**config.mk**
```make
export PLATFORM = sky130hd
export DESIGN_NAME = four_channel_fading_pwm
export DESIGN_NICKNAME = d
export VERILOG_FILES = /design/src/design/fcpwm_pkg.sv /design/src/design/fcpwm_chan.sv /design/src/design/four_channel_fading_pwm.sv
export VERILOG_INCLUDE_DIRS = /design/src /design/src/design
export SDC_FILE = /design/constraint.sdc
export NUM_CORES = 1
export LEC_CHECK = 0
export BUFFER_PORTS_ARGS = -buffer_cell sky130_fd_sc_hd__buf_2
export CAP_MARGIN = 10
export CORE_MARGIN = 1
export CORE_UTILIZATION = 40
export CTS_BUF_LIST = sky130_fd_sc_hd__clkbuf_2
export CTS_CLUSTER_DIAMETER = 100
export DETAILED_ROUTE_END_ITERATION = 6
export SLEW_MARGIN = 10
export SYNTH_ARGS = -nofsm -noshare
export SYNTH_HDL_FRONTEND = slang
export SYNTH_HIERARCHICAL = 1
export SYNTH_SLANG_ARGS = --single-unit
```
**constraint.sdc**
```tcl
create_clock -name clk -period 4.5 [get_ports clk]
set_input_delay 0.9 -clock clk [delete_from_list [all_inputs] [get_ports clk]]
set_output_delay 0.9 -clock clk [all_outputs]
set_load 0.05 [all_outputs]
```
**src/design/four_channel_fading_pwm_macros.svh**
```systemverilog
// Assertion macros for the fading PWM top-level design file.
`ifndef FOUR_CHANNEL_FADING_PWM_MACROS_SVH
`define FOUR_CHANNEL_FADING_PWM_MACROS_SVH

`ifndef NO_ASSERTIONS

// Same-cycle implication, disabled while in reset.
`define FCPWM_ASSERT_IMP(lbl, ante, cons) \
  lbl: assert property (@(posedge clk) disable iff (!rst_n) (ante) |-> (cons)) \
    else $error("fcpwm assertion failed");

// Next-cycle implication, disabled while in reset.
`define FCPWM_ASSERT_NXT(lbl, ante, cons) \
  lbl: assert property (@(posedge clk) disable iff (!rst_n) (ante) |=> (cons)) \
    else $error("fcpwm assertion failed");

`else

`define FCPWM_ASSERT_IMP(lbl, ante, cons)
`define FCPWM_ASSERT_NXT(lbl, ante, cons)

`endif

`endif

```
**src/design/fcpwm_pkg.sv**
```systemverilog
// Package: constants, opcodes and control struct for the fading PWM driver.
`default_nettype none

package fcpwm_pkg;

  localparam int NUM_CHANNELS_DEF = 4;
  localparam int COUNT_BITS_DEF   = 16;

  localparam int DUTY_W    = 16;
  localparam int OPCODE_W  = 2;
  localparam int CHANNEL_W = 8;
  localparam int LEVELS_W  = 4;
  localparam int CFG_IDX_W = 2;

  localparam logic [OPCODE_W-1:0] OP_PWM_TICK  = 2'd0;
  localparam logic [OPCODE_W-1:0] OP_RAMP_TICK = 2'd1;
  localparam logic [OPCODE_W-1:0] OP_SET_DUTY  = 2'd2;

  localparam logic [CHANNEL_W-1:0] CH_ALL = 8'hff;

  localparam logic [CFG_IDX_W-1:0] REG_PERIOD_MAX = 2'd0;
  localparam logic [CFG_IDX_W-1:0] REG_DUTY_MIN   = 2'd1;

  localparam logic [DUTY_W-1:0] PERIOD_MAX_RST = 16'd100;
  localparam logic [DUTY_W-1:0] DUTY_MIN_RST   = 16'd0;

  // Per-word strobes from the top level to each channel.
  typedef struct packed {
    logic pwm;   // pwm tick applied this cycle
    logic ramp;  // ramp tick applied this cycle
    logic wrap;  // counter at or past period_max, wraps on a pwm tick
    logic set;   // load clamped width as target
  } fcpwm_ctl_t;

endpackage

`default_nettype wire

```
**src/design/fcpwm_chan.sv**
```systemverilog
// One PWM channel: current and target duty, ramping, and output level.
`default_nettype none

module fcpwm_chan #(
  parameter int COUNT_BITS = fcpwm_pkg::COUNT_BITS_DEF
) (
  input  wire logic                          clk,
  input  wire logic                          rst_n,
  input  wire fcpwm_pkg::fcpwm_ctl_t         ctl,
  input  wire logic [COUNT_BITS-1:0]         cnt_eff,
  input  wire logic [fcpwm_pkg::DUTY_W-1:0]  period_max,
  input  wire logic [fcpwm_pkg::DUTY_W-1:0]  duty_min,
  input  wire logic [fcpwm_pkg::DUTY_W-1:0]  set_width,
  output logic                               led
);
  import fcpwm_pkg::*;

  localparam int CMP_W = (COUNT_BITS > DUTY_W) ? COUNT_BITS : DUTY_W;

  logic [DUTY_W-1:0] cur_r, cur_nxt;
  logic [DUTY_W-1:0] tgt_r, tgt_nxt;
  logic              led_r, led_nxt;

  always_comb begin
    cur_nxt = cur_r;
    tgt_nxt = tgt_r;
    led_nxt = led_r;
    if (ctl.pwm) begin
      if (ctl.wrap && (cur_r != duty_min)) begin
        led_nxt = 1'b1;
      end
      if ((CMP_W'(cnt_eff) >= CMP_W'(cur_r)) && (cur_r != period_max)) begin
        led_nxt = 1'b0;
      end
    end
    if (ctl.ramp) begin
      if (cur_r < tgt_r) begin
        cur_nxt = cur_r + 1'b1;
      end else if (cur_r > tgt_r) begin
        cur_nxt = cur_r - 1'b1;
      end
    end
    if (ctl.set) begin
      tgt_nxt = set_width;
    end
  end

  always_ff @(posedge clk) begin
    if (!rst_n) begin
      cur_r <= DUTY_MIN_RST;
      tgt_r <= DUTY_MIN_RST;
      led_r <= 1'b0;
    end else begin
      cur_r <= cur_nxt;
      tgt_r <= tgt_nxt;
      led_r <= led_nxt;
    end
  end

  // level as it stands once the current word is applied
  assign led = led_nxt;

endmodule

`default_nettype wire

```
**src/design/four_channel_fading_pwm.sv**
```systemverilog
// Top level of the multi-channel LED PWM driver with duty fading.
`default_nettype none

// Multi-channel LED PWM driver with soft fading. Each input word carries an
// opcode: a PWM tick advances the shared period counter (wrapping once it
// reaches period_max) and updates every LED level; a ramp tick moves each
// channel's current duty one count toward its target; a set-duty word clamps
// width into [duty_min, period_max] (duty_min wins if they cross) and stores
// it as target of channel 1..NUM_CHANNELS, or of all channels for 255.
// Every word returns one result word with the LED levels after it applied.
// Throughput is one word per clock while out_ready is high; each word passes
// the input register and then the result register, with all per-word work
// between them. A word is taken while a finished result still waits on
// out_ready; the input stalls only when both registers are full.
// Configuration writes (index 0 period_max, index 1 duty_min) take effect
// from the next word on and should be issued only while the block is idle.

module four_channel_fading_pwm #(
  parameter int NUM_CHANNELS = fcpwm_pkg::NUM_CHANNELS_DEF,
  parameter int COUNT_BITS   = fcpwm_pkg::COUNT_BITS_DEF
) (
  input  wire logic                             clk,
  input  wire logic                             rst_n,
  // input channel
  input  wire logic                             in_valid,
  output logic                                  in_ready,
  input  wire logic [fcpwm_pkg::OPCODE_W-1:0]   in_opcode,
  input  wire logic [fcpwm_pkg::CHANNEL_W-1:0]  in_channel,
  input  wire logic [fcpwm_pkg::DUTY_W-1:0]     in_width,
  // result channel
  output logic                                  out_valid,
  input  wire logic                             out_ready,
  output logic [fcpwm_pkg::LEVELS_W-1:0]        out_led_levels,
  // configuration write port
  input  wire logic                             cfg_we,
  input  wire logic [fcpwm_pkg::CFG_IDX_W-1:0]  cfg_index,
  input  wire logic [fcpwm_pkg::DUTY_W-1:0]     cfg_wdata
);
  import fcpwm_pkg::*;

`include "four_channel_fading_pwm_macros.svh"

  localparam int CMP_W   = (COUNT_BITS > DUTY_W) ? COUNT_BITS : DUTY_W;
  localparam int VIS_CHS = (NUM_CHANNELS < LEVELS_W) ? NUM_CHANNELS : LEVELS_W;

  // config registers
  logic [DUTY_W-1:0] period_max_r;
  logic [DUTY_W-1:0] duty_min_r;

  always_ff @(posedge clk) begin
    if (!rst_n) begin
      period_max_r <= PERIOD_MAX_RST;
      duty_min_r   <= DUTY_MIN_RST;
    end else if (cfg_we) begin
      case (cfg_index)
        REG_PERIOD_MAX: period_max_r <= cfg_wdata;
        REG_DUTY_MIN:   duty_min_r   <= cfg_wdata;
        default:        ;
      endcase
    end
  end

  // input register
  logic                 s_valid_r;
  logic [OPCODE_W-1:0]  s_opcode_r;
  logic [CHANNEL_W-1:0] s_channel_r;
  logic [DUTY_W-1:0]    s_width_r;

  // result register
  logic                 out_valid_r;
  logic [LEVELS_W-1:0]  out_led_levels_r, out_led_levels_nxt;

  // stage word moves into the result register
  logic adv;
  assign adv      = s_valid_r && (!out_valid_r || out_ready);
  assign in_ready = !s_valid_r || adv;

  always_ff @(posedge clk) begin
    if (!rst_n) begin
      s_valid_r <= 1'b0;
    end else if (in_ready) begin
      s_valid_r <= in_valid;
    end
  end

  always_ff @(posedge clk) begin
    if (in_valid && in_ready) begin
      s_opcode_r  <= in_opcode;
      s_channel_r <= in_channel;
      s_width_r   <= in_width;
    end
  end

  // shared period counter
  logic [COUNT_BITS-1:0] cnt_r, cnt_nxt, cnt_eff;
  logic                  wrap;
  logic                  do_pwm, do_ramp, do_set;

  assign do_pwm  = adv && (s_opcode_r == OP_PWM_TICK);
  assign do_ramp = adv && (s_opcode_r == OP_RAMP_TICK);
  assign do_set  = adv && (s_opcode_r == OP_SET_DUTY);

  assign wrap    = CMP_W'(cnt_r) >= CMP_W'(period_max_r);
  assign cnt_eff = wrap ? '0 : cnt_r;
  assign cnt_nxt = do_pwm ? (cnt_eff + 1'b1) : cnt_r;

  always_ff @(posedge clk) begin
    if (!rst_n) begin
      cnt_r <= '0;
    end else begin
      cnt_r <= cnt_nxt;
    end
  end

  // clamp: limit to max first, then raise to min
  logic [DUTY_W-1:0] w_hi, set_width;
  assign w_hi      = (s_width_r > period_max_r) ? period_max_r : s_width_r;
  assign set_width = (w_hi < duty_min_r) ? duty_min_r : w_hi;

  // per-channel level after the word in the stage
  logic [NUM_CHANNELS-1:0] led;

  for (genvar g = 0; g < NUM_CHANNELS; g++) begin : g_ch
    fcpwm_ctl_t ctl;
    logic       sel;
    assign sel      = (s_channel_r == CH_ALL) ||
                      (s_channel_r == CHANNEL_W'(g + 1));
    assign ctl.pwm  = do_pwm;
    assign ctl.ramp = do_ramp;
    assign ctl.wrap = wrap;
    assign ctl.set  = do_set && sel;

    fcpwm_chan #(
      .COUNT_BITS (COUNT_BITS)
    ) u_chan (
      .clk        (clk),
      .rst_n      (rst_n),
      .ctl        (ctl),
      .cnt_eff    (cnt_eff),
      .period_max (period_max_r),
      .duty_min   (duty_min_r),
      .set_width  (set_width),
      .led        (led[g])
    );
  end

  // only the low channels are visible in the result word
  always_comb begin
    out_led_levels_nxt = '0;
    for (int i = 0; i < VIS_CHS; i++) begin
      out_led_levels_nxt[i] = led[i];
    end
  end

  always_ff @(posedge clk) begin
    if (!rst_n) begin
      out_valid_r <= 1'b0;
    end else if (adv) begin
      out_valid_r <= 1'b1;
    end else if (out_ready) begin
      out_valid_r <= 1'b0;
    end
  end

  always_ff @(posedge clk) begin
    if (adv) begin
      out_led_levels_r <= out_led_levels_nxt;
    end
  end

  assign out_valid      = out_valid_r;
  assign out_led_levels = out_led_levels_r;

  `FCPWM_ASSERT_NXT(a_stage_hold, s_valid_r && !adv, s_valid_r && $stable(s_opcode_r))
  `FCPWM_ASSERT_NXT(a_cnt_only_pwm, rst_n && !do_pwm, $stable(cnt_r))
  `FCPWM_ASSERT_NXT(a_wrap_restart, do_pwm && wrap, cnt_r == COUNT_BITS'(1))

endmodule

`default_nettype wire

```
==> results.cfg <==
[run_status]
status = finished with violations
violations = negative setup slack

[power]
powerDensity_mw_per_mm2 = 824
ir_worst_vdd_v = 0.000743
p_leak_uw = 0.00888

[clock_network]
cts_buffers = 61
tritoncts = yes
clk_pin_slew_worst_paths_ns = 0.11
cts.sinks = 212
h-tree-depth = 2
clock_path_buffers = 3
cts-root-buf = clkbuf_2
clk_latency_ns = 1.04

[routing]
ant_nets = 0
drt_iter0_markers = 978
first_pass_iters = 5
vias = 15200
drt-total-wl_um = 57600
viasPerCell = 5.55
drc = 0
wl_per_cell_um = 21.1

[timing]
drv_slew = 0
hold_violations = 0
slew-limit-headroom = 0.203
rsz0062_at_grt = yes
min_period_ns = 4.59
max_freq_ghz = 0.218
finClkSkew_ns = 0.0977
fin_ws_ns = -0.0948
worst_pin_slew_ns = 1.19
setup_viol_count_final = 38
post-route-period-util = 1.02
setup_tns_ns = -0.875

[synth]
synth_ff_type = dfxtp_1
yosys.area.top_type = dfxtp_1
synth_area_mm2 = 0.0167
seq_area_frac_synth = 0.272
ys_types = 85
synth_edf_count = 30
postSynthAreaPerCell_um2 = 8.88
synth_most_common_cell = ha_1
ys_async_sr_fraction = 0
synth_top_cell_area_share = 0.218
ys_warn_count = 6
ys_top_cells_by_area = dfxtp_1 (22%), ha_1 (17%), mux2i_1 (6.4%)
syn_nets = 2163
synthCells = 1878
synth_common_cells = ha_1 (232), dfxtp_1 (182), inv_1 (175)
ys_ff_latch = 212

[global_route]
grt_remaining_overflow = 0
grt_pass1_wl_um = 86700
antenna_found_initial = 3
grt_pass1_vias = 15000
grtUsageTotal = 0.273
grt_max_degree = 32

[floorplan]
fp.dieArea_mm2 = 0.0425
ios = 55
rows = 74
die_y_um = 206
initial_core_util = 0.407
die_x_um = 206
core_area_mm2 = 0.0410

[placement]
placed_area_mm2 = 0.0185
portBuffers = 54
gp_congestion = 1.00
hpwl_um = 43500

[worst_setup_path]
critical_path.startpoint_type = register
r2r_cells = 18
cp.arrival_ns = 5.39
cp_max_fo = 7
criticalPathCategory = register to register
cp.required_ns = 5.30
endpoint_kind = register

[cells_and_area]
areaGrowthSynthToFinish_pct = 19.1
drive_above_1_share = 0.194
fin_nets = 2438
design_area_mm2 = 0.0199

[job]
drv_cap = 0

[hold_path]
holdCritPathClass = input pin to register
hold_depth = 3
-- critical path, stage by stage, from the launching register on --
cell and delay, ns:
edfxtp_1 0.46, ha_4 0.30, nand3_1 0.07, or4_4 0.53
buf_4 0.16, o21ai_4 0.20, clkbuf_16 0.19, mux2_4 0.31
ha_4 0.27, a211oi_1 0.07, o21ai_1 0.18, a21oi_1 0.09
o211ai_1 0.38, a21oi_2 0.08, mux2i_4 0.27, clkbuf_16 0.22
mux2_4 0.32, mux2i_1 0.16, nor2_1 0.06
-- metrics by stage --
step                hold WS (ns)  std cells  setup WS, ns  utilization  total power [µW]
finish                     0.133       2734       -0.0948        0.485             16400
detailed placement         0.486       2571        -0.341        0.452             14500
global placement           0.470       2571        -0.237        0.452             14200
global route              0.0656       2734        -0.202        0.485             17800
floorplan                  0.449       1878        0.0790            -             12000
CTS                      0.00502       2729       0.00696        0.480             16200
-- where the power goes --
part	internal, µW	switching [µW]
combinational	5430	7050
clock	618	925
sequential	2120	230
-- flip-flops by register name (all words and copies together), names as in the netlist --
| signal | count |
|---|---|
| duty_min_r | 16 |
| out_led_levels | 4 |
| s_channel_r | 8 |
| period_max_r | 16 |
| s_width_r | 16 |
| cnt_r | 16 |
| g_ch.u_chan/led_r | 4 |
| g_ch.u_chan/cur_r | 64 |
| s_valid_r | 1 |
| out_valid | 1 |
| s_opcode_r | 2 |
| g_ch.u_chan/tgt_r | 64 |
-- routing by layer --
metal,GRT usage,vias to the layer above,routed length (µm)
li1,-,7253,-
met1,0.343,7203,24600
met2,0.437,536,25400
met3,0.0475,171,3800
met4,0.164,4,3710
met5,0,-,38
-- layout by cell type, fill, tap and decap left out, types with 24 or more instances in the layout --
| master | count |
|---|---|
| clkbuf_2 | 81 |
| nor2_1 | 159 |
| dfxtp_1 | 182 |
| dlygate4sd3_1 | 33 |
| a21oi_1 | 118 |
| buf_4 | 166 |
| mux2i_1 | 107 |
| nand3_1 | 24 |
| xnor2_1 | 64 |
| nor4_1 | 29 |
| buf_2 | 54 |
| mux2_4 | 28 |
| inv_1 | 175 |
| nand2_1 | 144 |
| nand4_1 | 39 |
| a31oi_1 | 30 |
| a21o_1 | 49 |
| ha_1 | 221 |
| o21ai_0 | 59 |
| xor2_1 | 114 |
| edfxtp_1 | 30 |
-- cell type report --
| cell class | instances | area, µm² |
|---|---|---|
| Clock inverter | 30 | 179 |
| Inverter | 177 | 664 |
| Antenna cell | 1 | 2.50 |
| Sequential cell | 212 | 4540 |
| Multi-Input combinational cell | 1441 | 11400 |
| Timing Repair Buffer | 260 | 1970 |
| Fill cell | 3947 | 21100 |
| Tap cell | 532 | 666 |
| Clock buffer | 81 | 405 |
-- final timing paths --
path	start	endpoint	slack (ns)
worst min-delay path	cfg_wdata[4]	period_max_r[4]	0.13
worst max-delay path	s_width_r[8]	g_ch[0].u_chan/tgt_r[13]	-0.09
worst max register to register	s_width_r[8]	g_ch[0].u_chan/tgt_r[13]	-0.09
worst min register to register	g_ch[3].u_chan/tgt_r[10]	g_ch[3].u_chan/tgt_r[10]	0.50
-- logic make-up after synthesis --
group,synth area share
simple gates,0.157
fa+ha+maj,0.179
flops,0.272
buf+inv,0.0559
compound gates,0.152
xor+xnor,0.0935
mux,0.0901
-- repair_timing --
item                                   4_1_cts  5_1_grt
pin swaps                                    7        6
hold buffers                                33        0
cloned                                       1        1
endpoints found under the hold margin       34        0
setup endpoints to repair                   60       66
buffers inserted                            13        2
gates resized for setup                     18       20
Power figures use the tool's default switching activity.
